--- src/hw/rtl/chs_pkg.sv ---
package chs_pkg;

  // Width of the octant ratio and of the trig values, Q30 with headroom for 1.0.
  localparam int T_W = 31;
  // Steps of the square root: radicand up to 2^32 needs seventeen bit pairs.
  localparam int SQ_STEPS = 17;
  localparam int SQ_W = 34;

  localparam logic [T_W-1:0] Q30_ONE = 31'h4000_0000;
  localparam logic [T_W-1:0] SIN_A1 = 31'd843314857;
  localparam logic [T_W-1:0] SIN_A3 = 31'd86699835;
  localparam logic [T_W-1:0] SIN_A5 = 31'd2674041;
  localparam logic [T_W-1:0] SIN_A7 = 31'd39273;
  localparam logic [T_W-1:0] COS_B2 = 31'd331168970;
  localparam logic [T_W-1:0] COS_B4 = 31'd17023472;
  localparam logic [T_W-1:0] COS_B6 = 31'd350032;
  localparam logic [T_W-1:0] COS_B8 = 31'd3856;
  localparam logic [31:0] INV_PI_Q32 = 32'd1367130551;

  localparam logic [1:0] REG_RED = 2'd0;
  localparam logic [1:0] REG_GREEN = 2'd1;
  localparam logic [1:0] REG_BLUE = 2'd2;

  typedef struct packed {
    logic center;
    logic axis_x;
    logic axis_neg;
    logic q_neg;
  } chs_flags_t;

  function automatic logic [T_W-1:0] mul30(input logic [T_W-1:0] a, input logic [T_W-1:0] b);
    logic [2*T_W-1:0] prod;
    prod = a * b;
    return prod[T_W+29:30];
  endfunction

  // Rounded multiply by 1/pi, kept to fifteen bits.
  function automatic logic [14:0] div_pi16(input logic [15:0] v);
    logic [47:0] prod;
    prod = {16'd0, v} * {16'd0, INV_PI_Q32} + 48'h0000_8000_0000;
    return prod[46:32];
  endfunction

  // Two's complement pattern from sign and magnitude, saturated.
  function automatic logic [15:0] pack_signed(input logic neg, input logic [16:0] mag);
    logic [16:0] m;
    logic [16:0] d;
    if (neg) begin
      m = (mag > 17'h08000) ? 17'h08000 : mag;
      d = 17'h10000 - m;
    end else begin
      m = (mag > 17'h07fff) ? 17'h07fff : mag;
      d = m;
    end
    return d[15:0];
  endfunction

endpackage

--- src/hw/rtl/chs_div.sv ---
module chs_div #(
  parameter int DW = 17,
  parameter int MW = 21
) (
  input  logic                         clk,
  input  logic                         rst,
  input  logic                         adv,
  input  logic                         in_valid,
  input  logic [DW-1:0]                numer,
  input  logic [DW-1:0]                denom,
  input  logic [MW-1:0]                in_meta,
  output logic                         out_valid,
  output logic [chs_pkg::T_W-1:0]      quot,
  output logic [MW-1:0]                out_meta
);

  localparam int QW = chs_pkg::T_W;
  localparam int NW = DW + QW;

  // Rounded dividend numer * 2^30 + denom / 2; its top part is already below denom.
  logic [NW-1:0] dividend;
  assign dividend = {1'b0, numer, 30'd0} + {{(QW + 1){1'b0}}, denom[DW-1:1]};

  logic [DW-1:0] rem [0:QW-1];
  logic [QW-1:0] nlo [0:QW-1];
  logic [DW-1:0] dv [0:QW-1];
  logic [QW-1:0] q [0:QW];
  logic [MW-1:0] meta [0:QW];
  logic          vld [0:QW];

  always_ff @(posedge clk) begin
    if (rst) begin
      vld[0] <= 1'b0;
    end else if (adv) begin
      vld[0] <= in_valid;
    end
  end

  always_ff @(posedge clk) begin
    if (adv) begin
      rem[0] <= dividend[NW-1:QW];
      nlo[0] <= dividend[QW-1:0];
      dv[0] <= denom;
      q[0] <= '0;
      meta[0] <= in_meta;
    end
  end

  for (genvar i = 0; i < QW; i++) begin : g_step
    logic [DW:0] shifted;
    logic [DW:0] diff;
    logic        ge;
    assign shifted = {rem[i], nlo[i][QW-1]};
    assign diff = shifted - {1'b0, dv[i]};
    assign ge = shifted >= {1'b0, dv[i]};

    always_ff @(posedge clk) begin
      if (rst) begin
        vld[i+1] <= 1'b0;
      end else if (adv) begin
        vld[i+1] <= vld[i];
      end
    end

    always_ff @(posedge clk) begin
      if (adv) begin
        q[i+1] <= {q[i][QW-2:0], ge};
        meta[i+1] <= meta[i];
      end
    end

    if (i < QW - 1) begin : g_rem
      always_ff @(posedge clk) begin
        if (adv) begin
          rem[i+1] <= ge ? diff[DW-1:0] : shifted[DW-1:0];
          nlo[i+1] <= {nlo[i][QW-2:0], 1'b0};
          dv[i+1] <= dv[i];
        end
      end
    end
  end

  assign out_valid = vld[QW];
  assign quot = q[QW];
  assign out_meta = meta[QW];

endmodule

--- config.mk ---
export PLATFORM = sky130hd
export DESIGN_NAME = chs_div
export DESIGN_NICKNAME = d
export VERILOG_FILES = /design/src/hw/rtl/chs_pkg.sv /design/src/hw/rtl/chs_div.sv
export SDC_FILE = /design/constraint.sdc
export NUM_CORES = 2
export LEC_CHECK = 0
export BUFFER_PORTS_ARGS = -buffer_cell sky130_fd_sc_hd__clkbuf_2
export CAP_MARGIN = 30
export CORE_MARGIN = 2
export CORE_UTILIZATION = 63
export CTS_BUF_LIST = sky130_fd_sc_hd__clkbuf_16
export DETAILED_ROUTE_END_ITERATION = 10
export GPL_ROUTABILITY_DRIVEN = 0
export PLACE_DENSITY = 0.8
export SYNTH_ARGS = -nofsm -noshare
export SYNTH_HDL_FRONTEND = slang
export SYNTH_SLANG_ARGS = --single-unit
export TNS_END_PERCENT = 50
--- constraint.sdc ---
create_clock -name clk -period 4.7 [get_ports clk]
set_clock_uncertainty 0.15 [all_clocks]
set_input_delay 0.94 -clock clk [delete_from_list [all_inputs] [get_ports clk]]
set_output_delay 0.94 -clock clk [all_outputs]
set_load 0.01 [all_outputs]
; After elaboration in Yosys (flattened, before gate mapping)
; Memory sizes are Yosys's and may differ from the RTL's.
; Cells that the tools add are included.
[word_totals]
word_cells = 168
ramBits = 3711
n_memories = 6
output_inout_bits = 53
reg_bits = 0
inputBits = 59
[mem_list]
columns = memory, words, word_bits, rd, rd_ports_with_merged_regs, write_ports, line
row1 = q, 32, 31, 32, 0, 32, chs_div.sv:27  ; logic [QW-1:0] q [0:QW];
row2 = nlo, 31, 31, 31, 0, 31, chs_div.sv:25  ; logic [QW-1:0] nlo [0:QW-1];
row3 = meta, 32, 21, 32, 0, 32, chs_div.sv:28  ; logic [MW-1:0] meta [0:QW];
row4 = dv, 31, 17, 31, 0, 31, chs_div.sv:26  ; logic [DW-1:0] dv [0:QW-1];
row5 = rem, 31, 17, 31, 0, 31, chs_div.sv:24  ; logic [DW-1:0] rem [0:QW-1];
row6 = vld, 32, 1, 32, 0, 32, chs_div.sv:29  ; logic vld [0:QW];
[op_classes]
n_lt_le_gt_ge = 31
add_sub_neg = 31
bitwise = 32
n_mux = 68
[ops]
columns = operator, n
row1 = $ge 18x17->1, 31
row2 = $mux 17, 30
row3 = $sub 17x17->17, 30
row4 = $add 47x16->48, 1
row5 = $mux 1, 38
row6 = $or 1x1->1, 32

; Logic depth before layout (Yosys ltp)
[depth]
ltp_word = 4
ltp_mapped = 15
ltp_nobuf = 13

; Least setup slack after synthesis
; OpenSTA, ideal clock, no wires.
[synth_timing]
kind = reg2reg
from = mem nlo[15][30] (netlist name)
to = mem rem[16][10] (netlist: rem[4][10]), data pin
required_time_ns = 4.290
path_buffers = 1
path_slack_ns = 1.243
synth_period_minus_slack_ns = 3.457
setup_ns = 0.260
arrival_time_ns = 3.047
stages_incl_launch_ff = 15
path_cell_list = edfxtp_1 -> inv_1 -> ha_1 -> inv_1 -> fa_1 -> a21oi_1 -> o21ai_1 -> o211ai_2 -> nand3b_1 -> o21bai_1 -> a211oi_1 -> a211o_1 -> a211oi_4 -> buf_8 -> mux2_4
[synth_lines]
columns = item, line
row1 = from (decl), chs_div.sv:25
row2 = to (decl), chs_div.sv:24

==> run_results.csv <==
group,metric,value,unit
status,status,"complete, no violations",
setup_path,cp_num_buf_inv,3,
setup_path,r2r_cells,13,
sta,hold_viol,0,
yosys,synth_area,98020,um^2
yosys,synth_top_cell_area_share,0.6905,
detailed_routing,drtIter0Drc,4116,
grt,grt_pass1_wl,269.1,mm
layout,drive_gt1_frac,0.1075,
yosys,synth_cells,6721,
setup_path,cp-end-kind,"flop",
layout,nNetsFinal,7638,
clock_network,postCtsSetupBuffers,0,
yosys,synth_cell_types,82,
setup_path,cp_cell_sequence,"inv_1, ha_1, inv_1, fa_1, a21o_1, a21oi_1, o21ai_1, a311oi_1, o21ai_0, o211a_1, o21ai_2, buf_4, o21ai_0",
detailed_routing,totalWireLength,167.8,mm
setup_path,reg2reg_setup_slack,0.69,ns
setup_path,r2r_end,"rem[5][26]",
yosys,yosys-top-cells-area,"edfxtp_1 69%, ha_1 6.7%, inv_1 2.5%",
place,placed_cells,8845,
die,die-area,158800,um^2
yosys,netlist.top_cell.by_area,"edfxtp_1",
yosys,avgSynthCellArea,14.58,um^2
clock_network,cts_buffers,216,
sta,worst_pin_slew,0.9554,ns
detailed_routing,drc,0,
grt,grt_max_degree,172,
sta,slew_headroom,0.3610,
power_and_ir_drop,p_leak,42.15,nW
setup_path,path_delay_family,"compound AO/OA/AOI/OAI gates",
sta,period_needed,4.006,ns
place,portBuffers,111,
hold_path,hp-class,"input pin to flop",
layout,final_util,0.7047,
sta,maxSlewViolCount,0,
clock_network,cts_buffer_depth,3,
sta,finalCritPeriodShare,0.8524,
clock_network,postCtsHoldBufs,0,
layout,area_delta_synth_final,10.89,%
sta,fmax,249.6,MHz
yosys,async_reset_ff_frac,0,
clock_network,insertion_delay,0.83,ns
grt,first_global_vias,52860,
yosys,synth.most_common_cell,"edfxtp_1",
detailed_routing,ant_nets,0,
detailed_routing,via_count,53320,
setup_path,cp-startpoint,"dv[2][79]",
yosys,synth_edf_count,2254,
setup_path,crit_required,5.10,ns
setup_path,critical_path_class,"flop to flop",
setup_path,reg2reg_from,"dv[2][79]",
setup_path,start_kind,"flop",
setup_path,crit_path_end,"rem[5][26]",
yosys,synth_nets,7337,
die,core,154200,um^2
clock_network,cts_resized,0,
grt,antenna_found_initial,1,
clock_network,clk_pin_slew,0.07,ns
yosys,synth_ff_type,"edfxtp_1",
setup_path,path_depth,13,
die,start_util,0.6355,
clock_network,root_buffer,"clkbuf_16",
detailed_routing,post_drt_wl_per_cell,18.15,um
layout,fill_cells,9743,
detailed_routing,first_pass_iters,6,
clock_network,cts_max_level,4,
power_and_ir_drop,power_density,635.0,nW/um^2
detailed_routing,via_per_inst,5.768,
grt,grtUsageTotal,0.2118,
layout,instances_no_fill,9245,
setup_path,crit_path_top_delay_cell,"a311oi_1",
yosys,synth_seq_cells,2254,
setup_path,arrival,4.40,ns
clock_network,cts_sinks,2254,
layout,diodes,0,
place,hpwl,111.7,mm
job,timing.max_cap.violations,0,
grt,overflow,0,
yosys,synth_commonest_cells,"2,254 x edfxtp_1, 649 x inv_1, 527 x ha_1",
setup_path,cp_slowest_stage_delay,0.60,ns
sta,whs,0.1210,ns
die,die_h,398.4,um
yosys,ys_warn_count,0,
clock_network,tritoncts,"built",
setup_path,crit_fanout,23,
yosys,ys_seq_area_frac,0.6905,
die,num_rows,144,
sta,grt_setup_unrepaired,"false",
sta,finalSetupViolCount,0,
die,ios,112,
die,fp.dieW,398.4,um
power_and_ir_drop,peakVddDrop,0.4346,mV
sta,tns,0,ns
[report_power, final]
group,internal [W],switching (W),leakage (nW),total (W)
Sequential,0.0272,0.00205,22.1,0.0293
Clock,0.00974,0.00737,3.60,0.0171
Combinational,0.0102,0.0124,16.5,0.0226
[cell usage in the layout, fill, tap and decap left out, types with 190 or more instances in the layout]
| master | n |
|---|---|
| ha_1 | 527 |
| inv_1 | 688 |
| xnor2_1 | 238 |
| nand2_1 | 341 |
| o21ai_0 | 332 |
| a21oi_1 | 406 |
| nor2_1 | 329 |
| edfxtp_1 | 2254 |
| mux2_2 | 190 |
| clkbuf_16 | 216 |
[kinds of logic (layout without fill, tap and decap cells)]
group           count (synthesis)  in the layout  synth area share
simple gates                 1192           1192           0.05825
mux                           219            219           0.02520
fa+ha+maj                     557            557           0.07340
xor+xnor                      391            391           0.03494
buf+inv                       747           1227           0.02990
flops                        2254           2254            0.6905
compound gates               1361           1361           0.08779
[worst reg2reg max path: stages (launching register included)]
cell and delay [ns]:
edfxtp_1 0.38, inv_1 0.12, ha_1 0.18, inv_1 0.06, fa_1 0.39, a21o_1 0.19, a21oi_1 0.30, o21ai_1 0.13
a311oi_1 0.60, o21ai_0 0.19, o211a_1 0.15, o21ai_2 0.41, buf_4 0.33, o21ai_0 0.14
[final cells by class]
class,count,area (um^2),share of cell area
sequential,2254,67680,0.6227
multi-input combinational,3720,27520,0.2532
clock buffer,216,5405,0.04973
tap,2044,2557,0.02353
inverter,649,2436,0.02241
clock inverter,181,1764,0.01623
timing repair buffer,181,1319,0.01213
[stage by stage]
step	setup WS [ns]	cell area (um^2)	total power, W
finish	0.6938	108700	0.06901
global route	0.4493	108700	0.07292
CTS	0.7199	108700	0.06911
detailed placement	0.8123	101500	0.05155
global placement	0.8821	101400	0.05047
floorplan	1.243	98020	0.04611
[worst min-delay path by stage]
| stage | to | start | slack, ns | cells after the start |
|---|---|---|---|---|
| floorplan | meta[0][100] | meta[0][79] | 0.25 | 0 |
| global placement | meta[1][34] | meta[1][13] | 0.25 | 0 |
| detailed placement | meta[0][104] | meta[0][83] | 0.25 | 0 |
| CTS | dv[0][2] | denom[2] | 0.06 | 1 |
| global route | meta[0][17] | in_meta[17] | 0.07 | 1 |
| finish | nlo[0][30] | numer[0] | 0.12 | 1 |
[flip-flops by register name, indices dropped and copies added (netlist names)]
register  flops
meta        672
rem         526
dv          525
q           496
vld          32
nlo           3
[layer usage]
metal	global-route usage	up-vias	share of wire
met5	0	-	0
met4	0.08713	0	0.039
met3	0.03273	408	0.053
met2	0.3567	1580	0.49
met1	0.2771	25750	0.42
li1	-	25590	-
Note: power is estimated with default switching activity, not from simulation.
