<file path="config.mk">
export PLATFORM = sky130hd
export DESIGN_NAME = chs_sqrt
export DESIGN_NICKNAME = d
export VERILOG_FILES = /design/src/hw/rtl/chs_pkg.sv /design/src/hw/rtl/chs_sqrt.sv
export SDC_FILE = /design/constraint.sdc
export NUM_CORES = 1
export LEC_CHECK = 0
export BUFFER_PORTS_ARGS = -buffer_cell sky130_fd_sc_hd__buf_2
export CAP_MARGIN = 20
export CORE_AREA = 2 2 322 324
export DETAILED_ROUTE_END_ITERATION = 8
export DIE_AREA = 0 0 324 326
export PLACE_DENSITY_LB_ADDON = 0.3
export RECOVER_POWER = 50
export SLEW_MARGIN = 20
export SYNTH_ARGS = -nofsm -noshare
export SYNTH_HDL_FRONTEND = slang
export SYNTH_SLANG_ARGS = --single-unit
</file>
<file path="constraint.sdc">
create_clock -name clk -period 7.5 [get_ports clk]
set_input_delay 1.125 -clock clk [delete_from_list [all_inputs] [get_ports clk]]
set_output_delay 1.125 -clock clk [all_outputs]
set_load 0.03 [all_outputs]
</file>
<file path="src/hw/rtl/chs_pkg.sv">
package chs_pkg;

  // Width of the octant ratio and of the trig values, Q30 with headroom for 1.0.
  localparam int T_W = 31;
  // Steps of the square root: radicand up to 2^32 needs seventeen bit pairs.
  localparam int SQ_STEPS = 17;
  localparam int SQ_W = 34;

  localparam logic [T_W-1:0] Q30_ONE = 31'h4000_0000;
  localparam logic [T_W-1:0] SIN_A1 = 31'd843314857;
  localparam logic [T_W-1:0] SIN_A3 = 31'd86699835;
  localparam logic [T_W-1:0] SIN_A5 = 31'd2674041;
  localparam logic [T_W-1:0] SIN_A7 = 31'd39273;
  localparam logic [T_W-1:0] COS_B2 = 31'd331168970;
  localparam logic [T_W-1:0] COS_B4 = 31'd17023472;
  localparam logic [T_W-1:0] COS_B6 = 31'd350032;
  localparam logic [T_W-1:0] COS_B8 = 31'd3856;
  localparam logic [31:0] INV_PI_Q32 = 32'd1367130551;

  localparam logic [1:0] REG_RED = 2'd0;
  localparam logic [1:0] REG_GREEN = 2'd1;
  localparam logic [1:0] REG_BLUE = 2'd2;

  typedef struct packed {
    logic center;
    logic axis_x;
    logic axis_neg;
    logic q_neg;
  } chs_flags_t;

  function automatic logic [T_W-1:0] mul30(input logic [T_W-1:0] a, input logic [T_W-1:0] b);
    logic [2*T_W-1:0] prod;
    prod = a * b;
    return prod[T_W+29:30];
  endfunction

  // Rounded multiply by 1/pi, kept to fifteen bits.
  function automatic logic [14:0] div_pi16(input logic [15:0] v);
    logic [47:0] prod;
    prod = {16'd0, v} * {16'd0, INV_PI_Q32} + 48'h0000_8000_0000;
    return prod[46:32];
  endfunction

  // Two's complement pattern from sign and magnitude, saturated.
  function automatic logic [15:0] pack_signed(input logic neg, input logic [16:0] mag);
    logic [16:0] m;
    logic [16:0] d;
    if (neg) begin
      m = (mag > 17'h08000) ? 17'h08000 : mag;
      d = 17'h10000 - m;
    end else begin
      m = (mag > 17'h07fff) ? 17'h07fff : mag;
      d = m;
    end
    return d[15:0];
  endfunction

endpackage

</file>
<file path="src/hw/rtl/chs_sqrt.sv">
module chs_sqrt #(
  parameter int MW = 33
) (
  input  logic          clk,
  input  logic          rst,
  input  logic          adv,
  input  logic          in_valid,
  input  logic [32:0]   radicand,
  input  logic [MW-1:0] in_meta,
  output logic          out_valid,
  output logic [16:0]   root,
  output logic [MW-1:0] out_meta
);

  localparam int NS = chs_pkg::SQ_STEPS;
  localparam int W = chs_pkg::SQ_W;

  logic [W-1:0]  n [0:NS-1];
  logic [W-1:0]  res [0:NS];
  logic [MW-1:0] meta [0:NS];
  logic          vld [0:NS];

  always_ff @(posedge clk) begin
    if (rst) begin
      vld[0] <= 1'b0;
    end else if (adv) begin
      vld[0] <= in_valid;
    end
  end

  always_ff @(posedge clk) begin
    if (adv) begin
      n[0] <= {1'b0, radicand};
      res[0] <= '0;
      meta[0] <= in_meta;
    end
  end

  for (genvar j = 0; j < NS; j++) begin : g_step
    localparam logic [W-1:0] BIT = W'(1) << (2 * (NS - 1 - j));
    logic [W-1:0] trial;
    logic         ge;
    assign trial = res[j] + BIT;
    assign ge = n[j] >= trial;

    always_ff @(posedge clk) begin
      if (rst) begin
        vld[j+1] <= 1'b0;
      end else if (adv) begin
        vld[j+1] <= vld[j];
      end
    end

    always_ff @(posedge clk) begin
      if (adv) begin
        res[j+1] <= ge ? ((res[j] >> 1) + BIT) : (res[j] >> 1);
        meta[j+1] <= meta[j];
      end
    end

    if (j < NS - 1) begin : g_rem
      always_ff @(posedge clk) begin
        if (adv) begin
          n[j+1] <= ge ? (n[j] - trial) : n[j];
        end
      end
    end
  end

  assign out_valid = vld[NS];
  assign root = res[NS][16:0];
  assign out_meta = meta[NS];

endmodule

</file>
## Word-level counts from Yosys, hierarchy flattened

Memory sizes are Yosys's and may differ from the RTL's.
Index checks and enable logic that the tools add are counted.

| word-level totals | value |
|---|---|
| bits in writable memories | 1802 |
| flip-flop bits (word level) | 0 |
| memories | 4 |
| word-level logic and storage cells | 146 |
| bits of input ports | 70 |
| output and inout bits | 51 |

Memory list:

| memory | words | width | rd ports | clocked after Yosys merged registers in | write ports | line | text |
|---|---|---|---|---|---|---|---|
| res | 18 | 34 | 18 | 0 | 18 | chs_sqrt.sv:19 | `logic [W-1:0] res [0:NS];` |
| meta | 18 | 33 | 18 | 0 | 18 | chs_sqrt.sv:20 | `logic [MW-1:0] meta [0:NS];` |
| n | 17 | 34 | 17 | 0 | 17 | chs_sqrt.sv:18 | `logic [W-1:0] n [0:NS-1];` |
| vld | 18 | 1 | 18 | 0 | 18 | chs_sqrt.sv:21 | `logic vld [0:NS];` |

| cells by class | value |
|---|---|
| add/sub/neg operators | 50 |
| order comparisons | 17 |
| multiplexer cells | 57 |
| bitwise logic cells | 18 |

Operators by type and width:

| cell | number |
|---|---|
| $mux W34 | 33 |
| $ge A34 B34 Y1 | 17 |
| $sub A34 B34 Y34 | 16 |
| $add A33 B1 Y34 const B | 1 |
| $add A33 B11 Y34 const B | 1 |
| $add A33 B13 Y34 const B | 1 |
| $add A33 B15 Y34 const B | 1 |
| $add A33 B17 Y34 const B | 1 |
| $add A33 B19 Y34 const B | 1 |
| $add A33 B21 Y34 const B | 1 |
| $add A33 B23 Y34 const B | 1 |
| $add A33 B25 Y34 const B | 1 |
| $add A33 B27 Y34 const B | 1 |
| $add A33 B29 Y34 const B | 1 |
| $add A33 B3 Y34 const B | 1 |
| $add A33 B31 Y34 const B | 1 |
| $add A33 B33 Y34 const B | 1 |
| $add A33 B5 Y34 const B | 1 |
| $add A33 B7 Y34 const B | 1 |
| $add A33 B9 Y34 const B | 1 |
| $add A34 B1 Y34 const B | 1 |
| $add A34 B11 Y34 const B | 1 |
| $add A34 B13 Y34 const B | 1 |
| $add A34 B15 Y34 const B | 1 |
| 15 further kinds | 55 |

## Longest topological paths before layout

| logic depth | value |
|---|---|
| word-level depth | 4 |
| depth in mapped cells | 12 |
| mapped depth without buffers | 10 |

## Least setup slack after synthesis

OpenSTA, ideal clock, no wires.

| timing path | value |
|---|---|
| path kind | reg-to-reg |
| start | memory n[0][522] in the netlist's numbering |
| end | memory n[0][565] in the netlist's numbering (data pin) |
| stages on the path, launching flop included | 9 |
| arrival | 2.779 ns |
| library setup time | 0.259 ns |
| path buffers | 0 |
| slack | 4.462 ns |
| period minus slack after synthesis | 3.038 ns |
| data required time | 7.241 ns |
| cell sequence | edfxtp_1 ha_1 nand3_2 or4_1 or4_4 a21oi_4 a31oi_4 or4b_1 xnor2_1 |

RTL lines:

| what | line |
|---|---|
| from (decl) | chs_sqrt.sv:18 |

==> impl_results.md <==
* Drt wl/cell at 16.3 um
* Synth cell types at 83
* Fin crit share at 53.4%
* Share of post-route cells with drive strength above 1 at 10.1%
* Initial Util at 51.5%
* Critical path peak fanout at 169
* DIE AREA at 0.106 mm2
* Total CTS buffers at 134
* PD cells at 299 mW/mm2
* Max-cap violations at 4
* Worst reg2reg endpoint: n[0][457]$_DFFE_PP_
* Post-CTS sizing at 0
* WP data required at 7760 ps
* Final Non-Filler Cells at 4,959
* Power Total at 17,700 uW
* Largest net degree at the start of global routing at 196
* Pre-Repair DR Iteration Count at 6
* # IOs at 121
* DRT iter0 DRCs at 1,531
* Period minus WS final at 4000 ps
* Rows at 118
* Vias at 25,900
* DR vias/cell at 5.23
* GRT Resource Usage Total at 15.6%
* Critical Path Sink Type: flop
* CP startpoint kind: primary input
* R2R setup slack at 3920 ps
* Pleak at 0.0215 uW
* Core Box Area at 0.103 mm2
* Number of enable flip-flop cells after synthesis at 1,342
* Final setup TNS at 0 ps
* Syn. warnings at 0
* Cts hold-fix bufs at 0
* Count of pins over their slew limit at 261
* Critical R2R Launch: n[0][430]$_DFFE_PP_
* Endpoints failing hold at 0
* Slowest CP cell: clkbuf_2
* Number of antenna diodes at 0
* Least-Margin Pin Slew at 3010 ps
* Netlist Area Pre-Place at 0.0528 mm2
* H-tree Lvls at 4
* Post-synthesis async set-or-reset flop share at 0%
* Max IR drop VDD at 196 uV
* Max Freq at 0.250 GHz
* Fin nets at 3,716
* Cell breakdown of the critical path: buf_12 > clkbuf_2
* WHS Endpoint: meta[2][28]$_DFFE_PP_
* Final wirelength at 80,800 um
* Antenna Nets Post-Route at 0
* Top cell family by delay on the critical path: buffers and inverters
* Die Y at 326 um
* Die X at 324 um
* DRC Markers at 0
* Avg Cell Area, Syn at 16.2 um2
* HP Class: reg -> reg
* Initial antenna violation count at 0
* Slew headroom at -101%
* Worst Skew at 19.1 ps
* CP Class: in -> reg
* GRT overflow at 0
* Critical path depth at 2
* Worst skew pair latency at 720 ps
* Sequential area share after synthesis at 76.3%
* RSZ-0062 raised after global routing: false
* Buffers on Ports at 120
* P&R area growth vs syn at 12.5%
* Fin util at 57.9%
* Vias in the first global route at 26,300
* Commonest non-fill, non-tap cells in the layout: 1,342 x edfxtp_1, 207 x inv_1, 166 x ha_1, 161 x nand2_1, 142 x nor2_1
* Violated checks: capacitance limit, slew limit
* First-pass GRT wire length at 131,000 um
* Placed cells at 4,724
* CTS max path bufs at 3
* Worst Path Buf+Inv at 2
* Buffer count from post-CTS setup fixing at 0
* CTS tree: built
* Root buffer cell: clkbuf_16
* CP max stage delay at 2220 ps
* Main synth FF type: edfxtp_1
* Finish-stage setup viols at 0
* Worst EP arrival at 4270 ps
* Status: finished with violations
* Reg clk slew, reported paths at 60 ps
* FF-to-FF path depth at 7
* Synth Register Bits at 1,342
* Clock sink count at 1,342
* Most common cell after layout, fill and taps aside: edfxtp_1
* Hold Startpoint: meta[1][28]$_DFFE_PP_
* Synthesized instance count at 3,251
* Hold Path Stages at 0
* Dpl hpwl at 53,600 um
* GP Congestion at 0.934
==> sequential cells by signal, summed over array words and instances (netlist names) <==
register  count
vld          18
res         153
n           577
meta        594
==> where the power goes <==
| part | switching, uW | internal (uW) | leakage [uW] |
|---|---|---|---|
| Sequential | 377 | 9110 | 0.0130 |
| Combinational | 1060 | 753 | 0.00644 |
| Clock | 2630 | 3820 | 0.00207 |
==> cells by family (layout without fill, tap and decap cells) <==
logic type,count (synthesis),in the layout,synth area share [%]
xor+xnor,222,222,3.68
flops,1342,1342,76.3
mux,44,44,0.924
simple gates,763,763,7.74
fa+ha+maj,166,166,3.93
other cells,1,2,0.00710
buf+inv,251,578,1.82
compound gates,462,462,5.58
==> cells in the mapped netlist, types with 19 or more instances <==
| cell type | count | share of area (%) |
|---|---|---|
| mux2_2 | 38 | 0.81 |
| o21ai_0 | 125 | 1.2 |
| or3_1 | 34 | 0.40 |
| a21o_1 | 39 | 0.55 |
| nor2_1 | 142 | 1.0 |
| nand4_1 | 37 | 0.44 |
| nand2_1 | 161 | 1.1 |
| and2_1 | 31 | 0.37 |
| clkbuf_1 | 27 | 0.19 |
| xor2_1 | 112 | 1.9 |
| edfxtp_1 | 1342 | 76 |
| ha_1 | 166 | 3.9 |
| nor4b_1 | 19 | 0.32 |
| nor4_1 | 85 | 1.0 |
| nor2b_1 | 24 | 0.28 |
| xnor2_1 | 110 | 1.8 |
| nand3_1 | 36 | 0.34 |
| o21a_1 | 33 | 0.47 |
| inv_1 | 207 | 1.5 |
| a21oi_1 | 118 | 1.1 |
| nor3_1 | 70 | 0.66 |
| nand2b_1 | 34 | 0.40 |
==> cell type report <==
cell class	count	area, um2
inverters	208	781
fillers	7789	43200
flip-flops and latches	1342	40300
multi-input cells	1659	11600
clock buffers	171	3580
clock inverters	64	702
repair buffers	135	766
well taps	1380	1730
==> stage by stage <==
step	cell area, um2	hold WS (ps)	worst slack, ps
4_1_cts	59400	404	3930
2_1_floorplan	52800	400	4460
5_1_grt	59400	410	3170
3_5_place_dp	55200	405	3940
6_report	59400	403	3500
3_3_place_gp	55200	400	3990
==> layer usage <==
metal,vias up,global-route usage (%),wire length [um],part of all wire (%)
met5,-,0,0,0
met4,0,7.96,3470,4.3
met3,227,3.03,2760,3.4
met2,507,28.6,43000,53
met1,12300,17.1,31600,39
li1,12900,-,-,-
==> worst max path at each step <==
stage | start | to | slack [ps]
2_1_floorplan | n[0][522]$_DFFE_PP_ | n[0][565]$_DFFE_PP_ | 4460
3_3_place_gp | n[0][523]$_DFFE_PP_ | n[0][565]$_DFFE_PP_ | 3990
3_5_place_dp | n[0][523]$_DFFE_PP_ | n[0][565]$_DFFE_PP_ | 3940
4_1_cts | n[0][523]$_DFFE_PP_ | n[0][565]$_DFFE_PP_ | 3930
5_1_grt | adv | res[17][7]$_DFFE_PP_ | 3170
6_report | adv | res[16][8]$_DFFE_PP_ | 3500
Power figures use the tool's default switching activity.
